$ cat src/sv/gbl_pkg.sv
// Shared types, constants and helpers for the separable 5-tap Gaussian blur.
// Used by every module of the block except gbl_fifo; depends on nothing else.
package gbl_pkg;

  // Defaults for the top-level parameters
  localparam int DEF_MAX_WIDTH  = 1024;
  localparam int DEF_PIXEL_BITS = 16;

  // Queue depths: between front and back, and for finished words
  localparam int QDEPTH = 4;
  localparam int ODEPTH = 8;

  // Configuration register indexes
  localparam int CFG_IDX_BITS = 3;
  localparam logic [CFG_IDX_BITS-1:0] REG_IMAGE_WIDTH  = 3'd0;
  localparam logic [CFG_IDX_BITS-1:0] REG_IMAGE_HEIGHT = 3'd1;
  localparam logic [CFG_IDX_BITS-1:0] REG_COEF_CENTER  = 3'd2;
  localparam logic [CFG_IDX_BITS-1:0] REG_COEF_NEAR    = 3'd3;
  localparam logic [CFG_IDX_BITS-1:0] REG_COEF_FAR     = 3'd4;

  // Register reset values
  localparam logic [10:0] RST_IMAGE_WIDTH  = 11'd1024;
  localparam logic [15:0] RST_IMAGE_HEIGHT = 16'd1024;
  localparam logic [15:0] RST_COEF_CENTER  = 16'd26386;
  localparam logic [15:0] RST_COEF_NEAR    = 16'd16004;
  localparam logic [15:0] RST_COEF_FAR     = 16'd3570;

  // Input word opcodes
  localparam logic OP_PIXEL = 1'b0;
  localparam logic OP_DRAIN = 1'b1;

  localparam int NTAPS    = 5;
  localparam int MIR_BITS = 16;

  typedef struct packed {
    logic        op;
    logic [15:0] pixel;
  } in_word_t;

  typedef struct packed {
    logic [15:0] filtered;
    logic        last;
  } out_word_t;

  // Per-item control handed from front to back
  typedef struct packed {
    logic                  col_valid; // vertical pass has real rows
    logic                  emit;      // a result word comes out
    logic                  last;      // final pixel of the image
    logic [NTAPS-1:0]      use_cur;   // vertical tap takes the incoming pixel
    logic [NTAPS-1:0][1:0] bank;      // row bank of each vertical tap
    logic [NTAPS-1:0][2:0] widx;      // window slot of each horizontal tap
  } ctrl_t;

  localparam int CTRL_BITS = $bits(ctrl_t);

  // Window slot for horizontal tap at position x around column oc, mirrored
  // at both row ends without repeating the edge pixel.
  function automatic logic [2:0] col_tap(input logic signed [MIR_BITS-1:0] x,
                                         input logic signed [MIR_BITS-1:0] n,
                                         input logic signed [MIR_BITS-1:0] oc);
    logic signed [MIR_BITS-1:0] m;
    logic signed [MIR_BITS-1:0] nm1;
    logic signed [MIR_BITS-1:0] i;
    nm1 = n - 16'sd1;
    m = x;
    if (m < 16'sd0) m = -m;
    if (m > nm1) m = (nm1 <<< 1) - m;
    if (m < 16'sd0) m = 16'sd0;
    if (m > nm1) m = nm1;
    i = m - oc + 16'sd2;
    if (i < 16'sd0) i = 16'sd0;
    if (i > 16'sd4) i = 16'sd4;
    return i[2:0];
  endfunction

endpackage

$ cat src/sv/gbl_back.sv
// Back end: vertical pass, column window, horizontal pass, rounding and
// saturation, in a fixed five-stage pipeline. Depends on gbl_pkg.
module gbl_back #(
  parameter int PIXEL_BITS = gbl_pkg::DEF_PIXEL_BITS
) (
  input  logic                                  clk,
  input  logic                                  rst,
  input  logic                                  q_valid,
  input  gbl_pkg::ctrl_t                        q_ctrl,
  input  logic [PIXEL_BITS-1:0]                 q_cur,
  input  logic [3:0][PIXEL_BITS-1:0]            q_rd,
  output logic                                  q_pop,
  input  logic [15:0]                           coef_center,
  input  logic [15:0]                           coef_near,
  input  logic [15:0]                           coef_far,
  input  logic [$clog2(gbl_pkg::ODEPTH+1)-1:0]  o_level,
  output logic                                  o_push,
  output gbl_pkg::out_word_t                    o_word
);
  localparam int PB = PIXEL_BITS;
  localparam int LB = $clog2(gbl_pkg::ODEPTH + 1);

  typedef struct packed {
    logic [PB:0]   far;
    logic [PB:0]   near;
    logic [PB-1:0] mid;
  } pairs_t;

  typedef struct packed {
    logic [PB+16:0] far;
    logic [PB+16:0] near;
    logic [PB+15:0] mid;
  } prods_t;

  logic [4:0]       sv;            // stage valids
  gbl_pkg::ctrl_t   c1, c2, c3, c4, c5;
  pairs_t           p1, p4, pr1, pr4;
  prods_t           m2, m5;
  logic [PB-1:0]    win [gbl_pkg::NTAPS];
  logic [PB-1:0]    v [gbl_pkg::NTAPS];
  logic [PB-1:0]    t [gbl_pkg::NTAPS];
  logic [PB-1:0]    vres, hres;

  // round half up, drop 16 fraction bits, saturate
  function automatic logic [PB-1:0] finish(input prods_t m);
    logic [PB+18:0] s;
    s = (PB+19)'(m.far) + (PB+19)'(m.near) + (PB+19)'(m.mid) + (PB+19)'(32768);
    return (|s[PB+18:PB+16]) ? '1 : s[PB+15:16];
  endfunction

  // credit check keeps the output queue from overflowing
  assign q_pop = q_valid &&
                 (((LB+1)'(o_level) + (LB+1)'($countones(sv))) < (LB+1)'(gbl_pkg::ODEPTH));

  // vertical taps and pair sums
  always_comb begin
    for (int d = 0; d < gbl_pkg::NTAPS; d++)
      v[d] = q_ctrl.use_cur[d] ? q_cur : q_rd[q_ctrl.bank[d]];
    pr1.far  = {1'b0, v[0]} + {1'b0, v[4]};
    pr1.near = {1'b0, v[1]} + {1'b0, v[3]};
    pr1.mid  = v[2];
  end

  // horizontal taps from the freshly shifted window
  always_comb begin
    for (int d = 0; d < gbl_pkg::NTAPS; d++) t[d] = win[c3.widx[d]];
    pr4.far  = {1'b0, t[0]} + {1'b0, t[4]};
    pr4.near = {1'b0, t[1]} + {1'b0, t[3]};
    pr4.mid  = t[2];
  end

  assign vres = c2.col_valid ? finish(m2) : '0;
  assign hres = finish(m5);

  // stage valids
  always_ff @(posedge clk) begin
    if (rst) sv <= '0;
    else     sv <= {sv[3:0], q_pop};
  end

  // column window, oldest in slot 0
  always_ff @(posedge clk) begin
    if (rst) begin
      for (int i = 0; i < gbl_pkg::NTAPS; i++) win[i] <= '0;
    end else if (sv[1]) begin
      for (int i = 0; i < gbl_pkg::NTAPS - 1; i++) win[i] <= win[i+1];
      win[gbl_pkg::NTAPS-1] <= vres;
    end
  end

  // pipeline payload
  always_ff @(posedge clk) begin
    c1 <= q_ctrl;
    p1 <= pr1;
    c2 <= c1;
    m2.far  <= coef_far  * p1.far;
    m2.near <= coef_near * p1.near;
    m2.mid  <= coef_center * p1.mid;
    c3 <= c2;
    c4 <= c3;
    p4 <= pr4;
    c5 <= c4;
    m5.far  <= coef_far  * p4.far;
    m5.near <= coef_near * p4.near;
    m5.mid  <= coef_center * p4.mid;
  end

  assign o_push          = sv[4] && c5.emit;
  assign o_word.filtered = 16'(hres);
  assign o_word.last     = c5.last;
endmodule

$ cat config.mk
export PLATFORM = sky130hd
export DESIGN_NAME = gbl_back
export DESIGN_NICKNAME = d
export VERILOG_FILES = /design/src/sv/gbl_pkg.sv /design/src/sv/gbl_back.sv
export SDC_FILE = /design/constraint.sdc
export NUM_CORES = 2
export LEC_CHECK = 0
export ABC_CLOCK_PERIOD_IN_PS = 8500
export BUFFER_PORTS_ARGS = -buffer_cell sky130_fd_sc_hd__buf_4
export CAP_MARGIN = 15
export CORE_MARGIN = 1
export CORE_UTILIZATION = 55
export CTS_BUF_LIST = sky130_fd_sc_hd__clkbuf_8 sky130_fd_sc_hd__clkbuf_16
export CTS_CLUSTER_DIAMETER = 80
export CTS_CLUSTER_SIZE = 30
export DETAILED_ROUTE_END_ITERATION = 8
export PLACE_DENSITY = 0.8
export SYNTH_ARGS = -nofsm -noshare
export SYNTH_HDL_FRONTEND = slang
export SYNTH_SLANG_ARGS = --single-unit
$ cat constraint.sdc
create_clock -name clk -period 8.5 [get_ports clk]
set_input_delay 1.7 -clock clk [delete_from_list [all_inputs] [get_ports clk]]
set_output_delay 1.7 -clock clk [all_outputs]
set_load 0.02 [all_outputs]
==> metrics.md <==
| Metric | Value |
|---|---|
| Skew final | `0.07147 ns` |
| Primary flip-flop cell chosen by synthesis mapping | `dfxtp_1` |
| Dpl cell area | `77060 um^2` |
| Syn_nets | `9878` |
| # IOs | `187` |
| Avg Cell Area, Syn | `9.795 um^2` |
| Crit path capture type | `register` |
| Max-cap viol count | `0` |
| Status | `complete, but fails checks` |
| P&R area growth vs syn | `5.413%` |
| First-iteration detailed-routing DRC count | `4334` |
| Total vias in the final route | `53910` |
| CTS tree | `done` |
| Register area share after synthesis | `12.86%` |
| Final period util | `88.49%` |
| Hpwl dp | `158.4 mm` |
| Final Hold Viols | `0` |
| Hold buffers post-CTS | `0` |
| Nets@finish | `9813` |
| Share of cells above drive strength 1 | `8.257%` |
| R2R cell count | `21` |
| First-pass GRT wire length | `321.6 mm` |
| Clock buffer count from CTS | `34` |
| Final core utilization | `58.63%` |
| Cell row count | `134` |
| Gr usage total | `30.39%` |
| IO Port Bufs | `186` |
| Latest clock arrival within the worst-skew pair | `0.64 ns` |
| Crit path kind | `input pin to register` |
| Ys async rst share | `0%` |
| Critical Path Source | `coef_near[7]` |
| Reg-to-Reg End | `m2[29]` |
| Total grt overflow | `0` |
| Die area | `136800 um^2` |
| Via/cell ratio | `5.776` |
| Seq cells post-synth | `438` |
| WHS | `0.3297 ns` |
| Max frequency | `0.1330 GHz` |
| CTS Sinks | `438` |
| Drt wl/cell | `21.63 um` |
| RSZ-0062 raised after global routing | `no` |
| Arrival @ worst endpoint | `8.04 ns` |
| Number of global-route vias before repair | `58020` |
| Overall routed net length | `201.9 mm` |
| Fin area | `78440 um^2` |
| Number of setup violations in the final report | `0` |
| Cell area after synthesis | `74410 um^2` |
| Fin Setup TNS | `0 ns` |
| Failing checks | `design-rule violations` |
| Number of synthesized flops with an enable pin | `80` |
| Worst Tran Pin Value | `1.203 ns` |
| Reg-to-reg slack, setup | `1.42 ns` |
| Endpoint, Worst Hold | `c4[31]` |
| Fin crit period | `7.521 ns` |
| Gpl congestion | `0.9784` |
| CORE AREA | `133800 um^2` |
| DR DRC count | `8` |
| Critical-path maximum fanout | `34` |
| Clock transition at path regs | `0.09 ns` |
| DRT antenna net count | `0` |
| Die Y | `369.8 um` |
| Distinct cells, synth | `79` |
| Die Wd | `369.8 um` |
| Initial antenna violation count | `26` |
| Reg2reg start | `p1[1]` |
| CTS max path bufs | `3` |
| Slew Viols, Final | `0` |
| Worst Hold Class | `register to register` |
| Initial Utilization | `55.62%` |
| Slew margin rel. | `18.93%` |
| Largest net degree at the start of global routing | `81` |
| Root buffer cell | `clkbuf_16` |
| # Post-CTS Setup Buffers | `0` |
| DRT Pass-1 Iters | `9` |
| Synthesized instance count | `7597` |
| Gates resized, CTS repair | `0` |
| Element type at the critical path start | `input pin` |
| HP Start | `c3[31]` |
| Hold-critical path depth | `0` |
| H-tree Lvls | `2` |
| YS warnings | `0` |
| WP data required | `9.02 ns` |
worst max-delay path by stage:
stage / slack (ns) / depth (start not counted) / endpoint
floorplan: 1.08 / 23 / m5[96]
global placement: 0.44 / 23 / m2[62]
detailed placement: 0.45 / 23 / m2[62]
CTS: 1.03 / 23 / m2[62]
global route: 0.68 / 23 / m2[29]
finish: 0.98 / 23 / m2[62]
critical path, cell delays in order:
cell,delay (ns)
buf_4,0.38
nand2_1,0.14
fa_1,0.56
inv_1,0.05
fa_1,0.50
inv_1,0.06
fa_1,0.53
inv_1,0.05
fa_1,0.47
fa_1,0.54
inv_1,0.06
fa_1,0.51
inv_1,0.05
ha_1,0.36
nand2_1,0.09
nor2_1,0.13
nand3_1,0.08
o21ai_0,0.58
a21oi_1,0.21
o31ai_1,0.41
a21oi_1,0.16
a21oi_1,0.19
xor2_1,0.19
cells by family after synthesis:
logic type / Yosys count / share of synthesized area, %
AND/OR/NAND/NOR: 2061 / 13.75
adder cells (fa/ha/maj): 2113 / 48.54
AO/OA/AOI/OAI: 671 / 5.875
buffers and inverters: 1753 / 8.877
multiplexers: 321 / 7.264
flip-flops: 438 / 12.86
XOR/XNOR: 240 / 2.825
synth_stat cells, drive strengths merged (80+ instances only):
library cell	number	share of area, %
a21o	119	1.2
a21oi	230	1.6
and2	834	7.0
clkbuf	295	1.5
dfxtp	358	9.6
edfxtp	80	3.2
fa	1290	35
ha	823	14
inv	1432	7.2
mux2	152	2.3
mux4	160	4.8
nand2	938	4.7
nor2	114	0.58
o21ai	124	0.85
xnor2	179	2.1
layout make-up:
class / instances / area [um^2]
flip-flops and latches: 438 / 9569
multi-input cells: 5406 / 58250
repair buffers: 220 / 1652
well taps: 1768 / 2212
inverters: 1432 / 5375
clock inverters: 25 / 461.7
diodes: 8 / 20.02
fillers: 11030 / 55360
clock buffers: 36 / 900.9
state kept, by name, summed over array words and instances (netlist names), 2 cells and up, named ones only:
signal	flops
m2	98
m5	98
win	80
p1	50
p4	50
c1	18
c2	18
c3	5
sv	5
c4	2
per-layer routing:
layer	vias to the layer above	GRT usage, %	wire length (um)
li1	23550	-	-
met1	27140	39.12	77300
met2	2571	49.42	93900
met3	620	6.323	20240
met4	20	13.54	10340
met5	-	0	129
layout by cell type, fill, tap and decap left out, types with 16 or more instances in the layout:
master,n
and2_1,834
nand4_1,22
nand3_1,26
a21o_1,118
buf_4,220
mux2_2,152
edfxtp_1,80
nor3_1,19
nor2_1,114
nand2b_1,27
clkbuf_16,36
and3_1,16
fa_1,1290
a31oi_1,16
o21bai_1,37
xor2_1,61
ha_1,823
mux4_2,160
o21ai_0,119
xnor2_1,179
o21a_1,28
nor2b_1,30
nand2_1,938
dfxtp_1,358
inv_1,1434
a21oi_1,229
stage by stage:
stage | setup slack [ns] | cells
after floorplan | 1.079 | 7597
after global placement | 0.4418 | 9264
after detailed placement | 0.4513 | 9264
after CTS | 1.027 | 9325
after global routing | 0.6799 | 9326
final | 0.9786 | 9333
Power is not shown: default switching activity piles up to over one toggle a cycle in this logic, so the estimate is an artifact.
