==> src/sv/gbl_fifo.sv <==
// Small register FIFO used between front and back and for result words.
// Depends on nothing; the caller never pushes when it is full.
module gbl_fifo #(
  parameter int WIDTH = 8,
  parameter int DEPTH = 4
) (
  input  logic                       clk,
  input  logic                       rst,
  input  logic                       push,
  input  logic [WIDTH-1:0]           wdata,
  input  logic                       pop,
  output logic [WIDTH-1:0]           rdata,
  output logic                       empty,
  output logic [$clog2(DEPTH+1)-1:0] level
);
  localparam int PB = (DEPTH > 1) ? $clog2(DEPTH) : 1;

  logic [WIDTH-1:0] mem [DEPTH];
  logic [PB-1:0]    wptr;
  logic [PB-1:0]    rptr;
  logic             do_pop;

  assign empty  = (level == '0);
  assign do_pop = pop && !empty;
  assign rdata  = mem[rptr];

  // storage
  always_ff @(posedge clk) begin
    if (push) mem[wptr] <= wdata;
  end

  // pointers and fill level
  always_ff @(posedge clk) begin
    if (rst) begin
      wptr  <= '0;
      rptr  <= '0;
      level <= '0;
    end else begin
      if (push) wptr <= (wptr == PB'(DEPTH-1)) ? '0 : wptr + 1'b1;
      if (do_pop) rptr <= (rptr == PB'(DEPTH-1)) ? '0 : rptr + 1'b1;
      level <= level + (push ? 1'b1 : 1'b0) - (do_pop ? 1'b1 : 1'b0);
    end
  end
endmodule

==> config.mk <==
export PLATFORM = sky130hd
export DESIGN_NAME = gbl_fifo
export DESIGN_NICKNAME = d
export VERILOG_FILES = /design/src/sv/gbl_fifo.sv
export SDC_FILE = /design/constraint.sdc
export NUM_CORES = 1
export LEC_CHECK = 0
export CORE_MARGIN = 8
export CORE_UTILIZATION = 64
export DETAILED_ROUTE_END_ITERATION = 8
export DONT_BUFFER_PORTS = 1
export GPL_ROUTABILITY_DRIVEN = 0
export GPL_TIMING_DRIVEN = 0
export PLACE_DENSITY_LB_ADDON = 0.05
export SLEW_MARGIN = 20
export SYNTH_ARGS = -nofsm -noshare
export SYNTH_HDL_FRONTEND = slang
export SYNTH_SLANG_ARGS = --single-unit
==> constraint.sdc <==
create_clock -name clk -period 3.6 [get_ports clk]
set_input_delay 0.18 -clock clk [delete_from_list [all_inputs] [get_ports clk]]
set_output_delay 0.18 -clock clk [all_outputs]
set_load 0.01 [all_outputs]
==> flow_metrics.env, run 1 <==
export IMPL_status="finished clean"
export IMPL_start_kind="register"
export IMPL_grt_pass1_wl_mm=3.83
export IMPL_ys_seq_elements=41
export IMPL_dpl_cell_area_sq_um=1660
export IMPL_crit_cells=8
export IMPL_cts_tree="yes"
export IMPL_slowest_stage="dfxtp_1"
export IMPL_die_w_um=66.3
export IMPL_syn_inst=86
export IMPL_fin_tns_setup_ps=0
export IMPL_clock_skew_ps=4.94
export IMPL_yosys_warnings=0
export IMPL_nFillCells=141
export IMPL_required_ps=3840
export IMPL_drc=0
export IMPL_max_slew_worst_pin_slew_ps=492
export IMPL_crit_end="level[2]"
export IMPL_fin_util_pct=74.2
export IMPL_mostFrequentLayoutCell="edfxtp_1"
export IMPL_crit_type="reg2reg"
export IMPL_via_per_inst=5.76
export IMPL_reg2reg_from="level[1]"
export IMPL_final_layout_size_suffix_gt1_share_pct=17.5
export IMPL_top_layer_used="met4"
export IMPL_final_cells=133
export IMPL_wirelength_mm=2.37
export IMPL_crit_path_cell_trace="o31a_1 > ha_1 > inv_1 > ha_1 > inv_1 > fa_1 > xnor3_1 > nor2_1"
export IMPL_cts_hold_buf=9
export IMPL_syn_nets=106
export IMPL_numCtsBuffers=5
export IMPL_portBuffers=0
export IMPL_finalNetCount=122
export IMPL_hold_viol=0
export IMPL_hp_class="in2reg"
export IMPL_drt_met1_wl_um=958
export IMPL_antenna_found_initial=0
export IMPL_dpl_hpwl_mm=1.64
export IMPL_gr_total_overflow=0
export IMPL_cp_arrival_ps=2290
export IMPL_drv_slew=0
export IMPL_grt_max_degree=15
export IMPL_die_area_sq_um=4400
export IMPL_postCtsSetupBuffers=0
export IMPL_dr_wl_met3_um=193
export IMPL_rsz0062_at_grt="no"
export IMPL_clkLatencyLatePin_ps=350
export IMPL_power_leakage_nw=0.634
export IMPL_critPathBufInv=2
export IMPL_cts_sink_count=41
export IMPL_grt_pass1_vias=785
export IMPL_r2r_slack_ps=1550
export IMPL_diodes=0
export IMPL_htree_levels=2
export IMPL_firstDrtPassIters=4
export IMPL_core_area_sq_um=2430
export IMPL_grt_usage_pct=12.1
export IMPL_fin_total_pwr_mw=1.06
export IMPL_synth_cell_area_sq_um=1620
export IMPL_ir_drop_mv=0.596
export IMPL_worst_hold_slack_ps=72.0
export IMPL_period_needed_ps=2050
export IMPL_clk_pin_slew_worst_paths_ps=120
export IMPL_yosysUniqueCellTypes=19
export IMPL_fin_area_sq_um=1810
export IMPL_post_route_period_util_pct=57.0
export IMPL_fmax_mhz=487
export IMPL_cts_root_buf="clkbuf_4"
export IMPL_critPathTopFamily="adder cells"
export IMPL_drt_iter0_drc=43
export IMPL_final_cell_mix="edfxtp_1, dfxtp_1, dlygate4sd3_1, mux4_2, ha_1"
export IMPL_slowest_delay_ps=410
export IMPL_pre_cts_ws_ps=1560
export IMPL_final_setup_worst_slack_ps=1550
export IMPL_maxSlewHeadroom_pct=67.2
export IMPL_clock_path_buffers=2
export IMPL_yosysSeqAreaShare_pct=70.4
export IMPL_final_antenna_net_count=0
export IMPL_crit_start="level[1]"
export IMPL_crit_fanout=5
export IMPL_start_util_pct=66.6
export IMPL_wire_per_inst_um=17.8
export IMPL_setup_viol_count_final=0
export IMPL_avgSynthCellArea_sq_um=18.8
export IMPL_num_rows=18
export IMPL_yosys_area_top_type="edfxtp_1"
export IMPL_power_density_nw_per_um2=585
export IMPL_r2r_end="level[2]"
export IMPL_die_h_um=66.3
export IMPL_routed_wl_met2_mm=1.15
export IMPL_drv_cap=0
export IMPL_dp_cells=116
export IMPL_io_pins=24
export IMPL_yosys_top_cells_area="edfxtp_1, dfxtp_1, mux4_2, ha_1, and2_1"
export IMPL_areaGrowthSynthToFinish_pct=11.4
export IMPL_via_count=766
export IMPL_synth_top_cell_area_share_pct=59.3
export IMPL_crit_path_end_kind="register"
export IMPL_reg2reg_depth=8
export IMPL_cts_resized=0
[flip-flops by register name, indices dropped and copies added, names as in the netlist, named ones only]
name,flops
wptr,2
rptr,2
mem,32
level,3
[layout make-up]
type | instances | area (sq um) | share of cell area (%)
buffer | 3 | 15.0 | 0.832
clock buffer | 5 | 37.5 | 2.08
clock inverter | 3 | 20.0 | 1.11
inverter | 5 | 18.8 | 1.04
multi-input combinational | 37 | 445 | 24.7
sequential | 41 | 1140 | 63.2
tap | 30 | 37.5 | 2.08
timing repair buffer | 9 | 90.1 | 4.99
[cell usage after synthesis (all sizes together)]
master,instances
fa,1
or3b,1
mux2,1
mux2i,2
nor2b,2
buf,1
nand2b,3
clkbuf,2
nor2,3
and2,4
o31a,1
inv,5
edfxtp,32
mux4,8
nor3,2
xnor3,1
a21oi,1
ha,7
dfxtp,9
[worst register-to-register path: stages (launching register included)]
cell	delay (ps)
dfxtp_1	410
o31a_1	400
ha_1	290
inv_1	60
ha_1	140
inv_1	50
fa_1	370
xnor3_1	200
nor2_1	40
[kinds of logic after synthesis]
group                      Yosys count  synth area share, %
AOI/OAI and AO/OA                    2                0.849
xor gates and xnor gates             1                 1.39
adders and majority gates            8                 6.64
buffers and inverters                8                 2.09
DFF                                 41                 70.4
muxes                               11                 13.3
and+or+nand+nor                     15                 5.33
[worst min-delay path by stage]
stage | start | endpoint | slack (ps) | cells after the start
finish | push | wptr[0] | 70 | 2
global route | push | wptr[0] | 70 | 2
CTS | push | wptr[0] | 60 | 2
detailed placement | wdata[4] | mem[2][4] | 280 | 0
global placement | wdata[1] | mem[2][1] | 280 | 0
floorplan | wdata[0] | mem[0][0] | 280 | 0
[power by group]
part / leakage, nW / switching, mW / internal, mW
Combinational: 0.234 / 0.116 / 0.128
Clock: 0.0321 / 0.147 / 0.0769
Sequential: 0.368 / 0.0355 / 0.553
Total: 0.634 / 0.298 / 0.758
[metal layers]
| metal | vias up | track usage [%] |
|---|---|---|
| met4 | 0 | 7.20 |
| li1 | 354 | - |
| met2 | 40 | 18.6 |
| met3 | 12 | 4.75 |
| met5 | - | 0 |
| met1 | 360 | 14.0 |
Power figures use the tool's default switching activity.
==> inputs of run 2 (changes only) <==
--- a/config.mk
+++ b/config.mk
@@ -6,7 +6,7 @@
 export NUM_CORES = 1
 export LEC_CHECK = 0
 export CORE_MARGIN = 8
-export CORE_UTILIZATION = 64
+export CORE_UTILIZATION = 60
 export DETAILED_ROUTE_END_ITERATION = 8
 export DONT_BUFFER_PORTS = 1
 export GPL_ROUTABILITY_DRIVEN = 0
==> constraint.sdc (replaced) <==
create_clock -name clk -period 2.1 [get_ports clk]
set_input_delay 0.105 -clock clk [delete_from_list [all_inputs] [get_ports clk]]
set_output_delay 0.105 -clock clk [all_outputs]
set_load 0.01 [all_outputs]
==> flow_metrics.env, run 2 (same netlist as run 1, synthesis figures left out) <==
export IMPL_status="finished clean"
export IMPL_grt_pass1_vias=736
export IMPL_maxSlewHeadroom_pct=68.2
export IMPL_start_kind="register"
export IMPL_firstDrtPassIters=4
export IMPL_fin_util_pct=67.7
export IMPL_final_setup_worst_slack_ps=136
export IMPL_crit_type="reg2reg"
export IMPL_gr_total_overflow=0
export IMPL_areaGrowthSynthToFinish_pct=11.2
export IMPL_antenna_found_initial=0
export IMPL_fin_tns_setup_ps=0
export IMPL_drt_iter0_drc=22
export IMPL_cp_arrival_ps=2180
export IMPL_wire_per_inst_um=16.9
export IMPL_portBuffers=0
export IMPL_clock_skew_ps=3.99
export IMPL_num_rows=19
export IMPL_via_per_inst=5.51
export IMPL_ir_drop_mv=0.664
export IMPL_pre_cts_ws_ps=94.5
export IMPL_critPathTopFamily="adder cells"
export IMPL_start_util_pct=60.9
export IMPL_final_cells=134
export IMPL_critPathBufInv=2
export IMPL_post_route_period_util_pct=93.5
export IMPL_final_antenna_net_count=0
export IMPL_via_count=739
export IMPL_drc=0
export IMPL_cts_root_buf="clkbuf_4"
export IMPL_die_h_um=68.0
export IMPL_drv_slew=0
export IMPL_clock_path_buffers=2
export IMPL_largest_register_ffs=32
export IMPL_postCtsSetupBuffers=0
export IMPL_crit_fanout=4
export IMPL_setup_viol_count_final=0
export IMPL_power_density_nw_per_um2=983
export IMPL_power_leakage_nw=0.634
export IMPL_htree_levels=2
export IMPL_dpl_hpwl_mm=1.47
export IMPL_clk_pin_slew_worst_paths_ps=110
export IMPL_dpl_cell_area_sq_um=1660
export IMPL_required_ps=2320
export IMPL_fin_total_pwr_mw=1.77
export IMPL_crit_path_cell_trace="o31a_1 > ha_1 > inv_1 > ha_1 > inv_1 > fa_1 > xnor3_1 > nor2_1"
export IMPL_wirelength_mm=2.27
export IMPL_slowest_delay_ps=390
export IMPL_finalNetCount=122
export IMPL_max_slew_worst_pin_slew_ps=476
export IMPL_top_register="mem"
export IMPL_numCtsBuffers=5
export IMPL_period_needed_ps=1960
export IMPL_fin_area_sq_um=1800
export IMPL_cts_sink_count=41
export IMPL_mostFrequentLayoutCell="edfxtp_1"
export IMPL_diodes=0
export IMPL_grt_usage_pct=11.1
export IMPL_final_layout_size_suffix_gt1_share_pct=17.5
export IMPL_core_area_sq_um=2660
export IMPL_fmax_mhz=509
export IMPL_final_cell_mix="edfxtp_1, dlygate4sd3_1, mux4_2, dfxtp_1, ha_1"
export IMPL_crit_path_end_kind="register"
export IMPL_hp_class="in2reg"
export IMPL_die_w_um=68.0
export IMPL_grt_max_degree=13
export IMPL_die_area_sq_um=4620
export IMPL_worst_hold_slack_ps=99.9
export IMPL_cts_tree="yes"
export IMPL_grt_pass1_wl_mm=3.56
export IMPL_rsz0062_at_grt="no"
export IMPL_slowest_stage="dfxtp_1"
export IMPL_reg_largest_list="mem: 32 flops, level: 3 flops"
export IMPL_io_pins=24
export IMPL_clkLatencyLatePin_ps=330
export IMPL_hold_viol=0
export IMPL_drv_cap=0
export IMPL_dp_cells=117
-- run 2: cell types whose count changed in the layout (fill, tap and decap cells not counted), sizes merged --
cell | previous run | this run
clkbuf | 7 | 8
clkinvlp | 1 | 0
clkinv | 0 | 2
inv | 7 | 5
-- run 2: worst paths after layout --
check / start / slack [ps] / cells past startpoint / to
hold reg to reg: rptr[1] / 520 / 2 / rptr[1]
setup / recovery: level[2] / 140 / 8 / level[2]
setup reg to reg: level[2] / 140 / 8 / level[2]
hold / removal: rst / 100 / 2 / level[1]
-- run 2: power by group --
| group | switching [mW] | total (mW) | internal [mW] |
|---|---|---|---|
| clock | 0.228 | 0.356 | 0.128 |
| combinational | 0.192 | 0.409 | 0.217 |
| sequential | 0.0577 | 1.01 | 0.949 |
-- run 2: timing repair --
action | CTS | global route
setup endpoints to repair | 0 | 1
endpoints found under the hold margin | 35 | 0
gates resized for setup | 0 | 1
hold buffers | 9 | 0
-- run 2: cell type report --
class,count,area [sq um]
clock buffer,6,41.3
buffer,3,15.0
sequential,41,1140
tap,31,38.8
fill,193,861
multi-input combinational,37,445
timing repair buffer,9,90.1
clock inverter,2,10.0
inverter,5,18.8
-- run 2: per-layer routing --
| layer | track usage, % | vias to the layer above | part of all wire, % | wire, um |
|---|---|---|---|---|
| li1 | - | 357 | - | - |
| met1 | 13.3 | 351 | 44 | 995 |
| met2 | 16.6 | 24 | 47 | 1070 |
| met3 | 4.26 | 7 | 6.3 | 142 |
| met4 | 6.91 | 0 | 2.4 | 55 |
| met5 | 0 | - | 0 | 0 |
==> inputs of run 3 (changes only) <==
==> constraint.sdc (replaced) <==
create_clock -name clk -period 2.1 [get_ports clk]
set_input_delay 0.105 -clock clk [delete_from_list [all_inputs] [get_ports clk]]
set_output_delay 0.105 -clock clk [all_outputs]
set_load 0.1 [all_outputs]
==> flow_metrics.env, run 3 (same netlist as run 1, synthesis figures left out) <==
export IMPL_wirelength_mm=2.43
export IMPL_period_needed_ps=2060
export IMPL_die_w_um=68.0
export IMPL_max_slew_worst_pin_slew_ps=991
export IMPL_largest_register_ffs=32
export IMPL_drt_iter0_drc=35
export IMPL_cts_tree="yes"
export IMPL_power_density_nw_per_um2=1390
export IMPL_final_layout_size_suffix_gt1_share_pct=26.7
export IMPL_via_count=744
export IMPL_die_area_sq_um=4620
export IMPL_htree_levels=2
export IMPL_numCtsBuffers=5
export IMPL_grt_pass1_vias=849
export IMPL_drv_cap=0
export IMPL_firstDrtPassIters=3
export IMPL_clkLatencyLatePin_ps=340
export IMPL_core_area_sq_um=2660
export IMPL_ir_drop_mv=0.989
export IMPL_power_leakage_nw=0.655
export IMPL_gr_total_overflow=0
export IMPL_diodes=0
export IMPL_required_ps=2330
export IMPL_top_register="mem"
export IMPL_hold_viol=0
export IMPL_dpl_cell_area_sq_um=1680
export IMPL_start_kind="register"
export IMPL_crit_path_end_kind="register"
export IMPL_crit_path_cell_trace="o31a_1 > ha_1 > inv_1 > ha_2 > inv_2 > fa_2 > xnor3_1 > nor2_1"
export IMPL_grt_pass1_wl_mm=4.14
export IMPL_die_h_um=68.0
export IMPL_slowest_stage="dfxtp_4"
export IMPL_crit_type="reg2reg"
export IMPL_clk_pin_slew_worst_paths_ps=120
export IMPL_fin_util_pct=70.5
export IMPL_drc=0
export IMPL_cts_root_buf="clkbuf_4"
export IMPL_via_per_inst=5.47
export IMPL_clock_skew_ps=5.50
export IMPL_antenna_found_initial=0
export IMPL_num_rows=19
export IMPL_mostFrequentLayoutCell="edfxtp_1"
export IMPL_fin_area_sq_um=1880
export IMPL_setup_viol_count_final=0
export IMPL_clock_path_buffers=2
export IMPL_cp_arrival_ps=2300
export IMPL_final_setup_worst_slack_ps=35.6
export IMPL_start_util_pct=60.9
export IMPL_maxSlewHeadroom_pct=33.7
export IMPL_io_pins=24
export IMPL_drv_slew=0
export IMPL_finalNetCount=124
export IMPL_post_route_period_util_pct=98.3
export IMPL_areaGrowthSynthToFinish_pct=15.9
export IMPL_cts_sink_count=41
export IMPL_fmax_mhz=484
export IMPL_reg_largest_list="mem: 32 flops, level: 3 flops"
export IMPL_grt_max_degree=15
export IMPL_pre_cts_ws_ps=-126
export IMPL_status="finished clean"
export IMPL_final_cell_mix="edfxtp_1, dlygate4sd3_1, mux4_2, ha_1, dfxtp_1"
export IMPL_portBuffers=0
export IMPL_hp_class="in2reg"
export IMPL_crit_fanout=5
export IMPL_wire_per_inst_um=17.8
export IMPL_final_antenna_net_count=0
export IMPL_slowest_delay_ps=490
export IMPL_grt_usage_pct=12.7
export IMPL_rsz0062_at_grt="yes"
## run 3: cell count changes in the layout (fill, tap and decap cells not counted), sizes merged
cell / previous run / this run
buf: 1 / 3
bufinv: 0 / 1
clkbuf: 8 / 7
clkinv: 2 / 1
clkinvlp: 0 / 1
## run 3: through the flow
step                hold slack [ps]  instances  TNS (ps)  power (mW)
CTS                             100        135         0        2.60
global placement                204        117     -77.2        2.04
global route                    109        136     -52.5        2.73
floorplan                       204         86         0        1.98
detailed placement              204        117      -179        2.07
finish                          110        136         0        2.62
## run 3: path summary, 6_finish.rpt
kind,from,endpoint,slack (ps),cells past startpoint
worst max-delay path,level[1],level[2],40,8
worst min-delay path,rst,wptr[1],110,2
worst max register to register,level[1],level[2],40,8
worst min register to register,rptr[1],register,520,2
## run 3: power by group
group / total, mW / switching (mW) / internal, mW
Combinational: 0.927 / 0.664 / 0.263
Clock: 0.503 / 0.251 / 0.252
Sequential: 1.19 / 0.227 / 0.962
## run 3: layout make-up
| class | count | area (sq um) |
|---|---|---|
| Sequential cell | 41 | 1150 |
| Buffer | 3 | 15.0 |
| Clock buffer | 5 | 37.5 |
| Clock inverter | 3 | 46.3 |
| Inverter | 5 | 18.8 |
| Fill cell | 191 | 785 |
| Timing Repair Buffer | 11 | 105 |
| Multi-Input combinational cell | 37 | 464 |
| Tap cell | 31 | 38.8 |
## run 3: timing repair
action	4_1_cts	5_1_grt
pin swaps	1	2
setup buffers	1	1
gates resized for setup	1	4
gates cloned	0	0
endpoints found under the setup margin	2	2
hold endpoints to repair	35	0
hold buffers	9	0
## run 3: critical path, delay by kind of cell (launching register included)
family,cells,cell delay (ps)
adders and majority gates,3,760
DFF,1,490
AOI/OAI and AO/OA,1,360
xor gates and xnor gates,1,200
buffers and inverters,2,110
and+or+nand+nor,1,40
## run 3: metal layers
| metal | track usage [%] | routed length, um | vias up |
|---|---|---|---|
| li1 | - | - | 363 |
| met1 | 13.8 | 976 | 350 |
| met2 | 20.3 | 1190 | 24 |
| met3 | 5.07 | 188 | 7 |
| met4 | 7.93 | 70 | 0 |
| met5 | 0 | 0 | - |
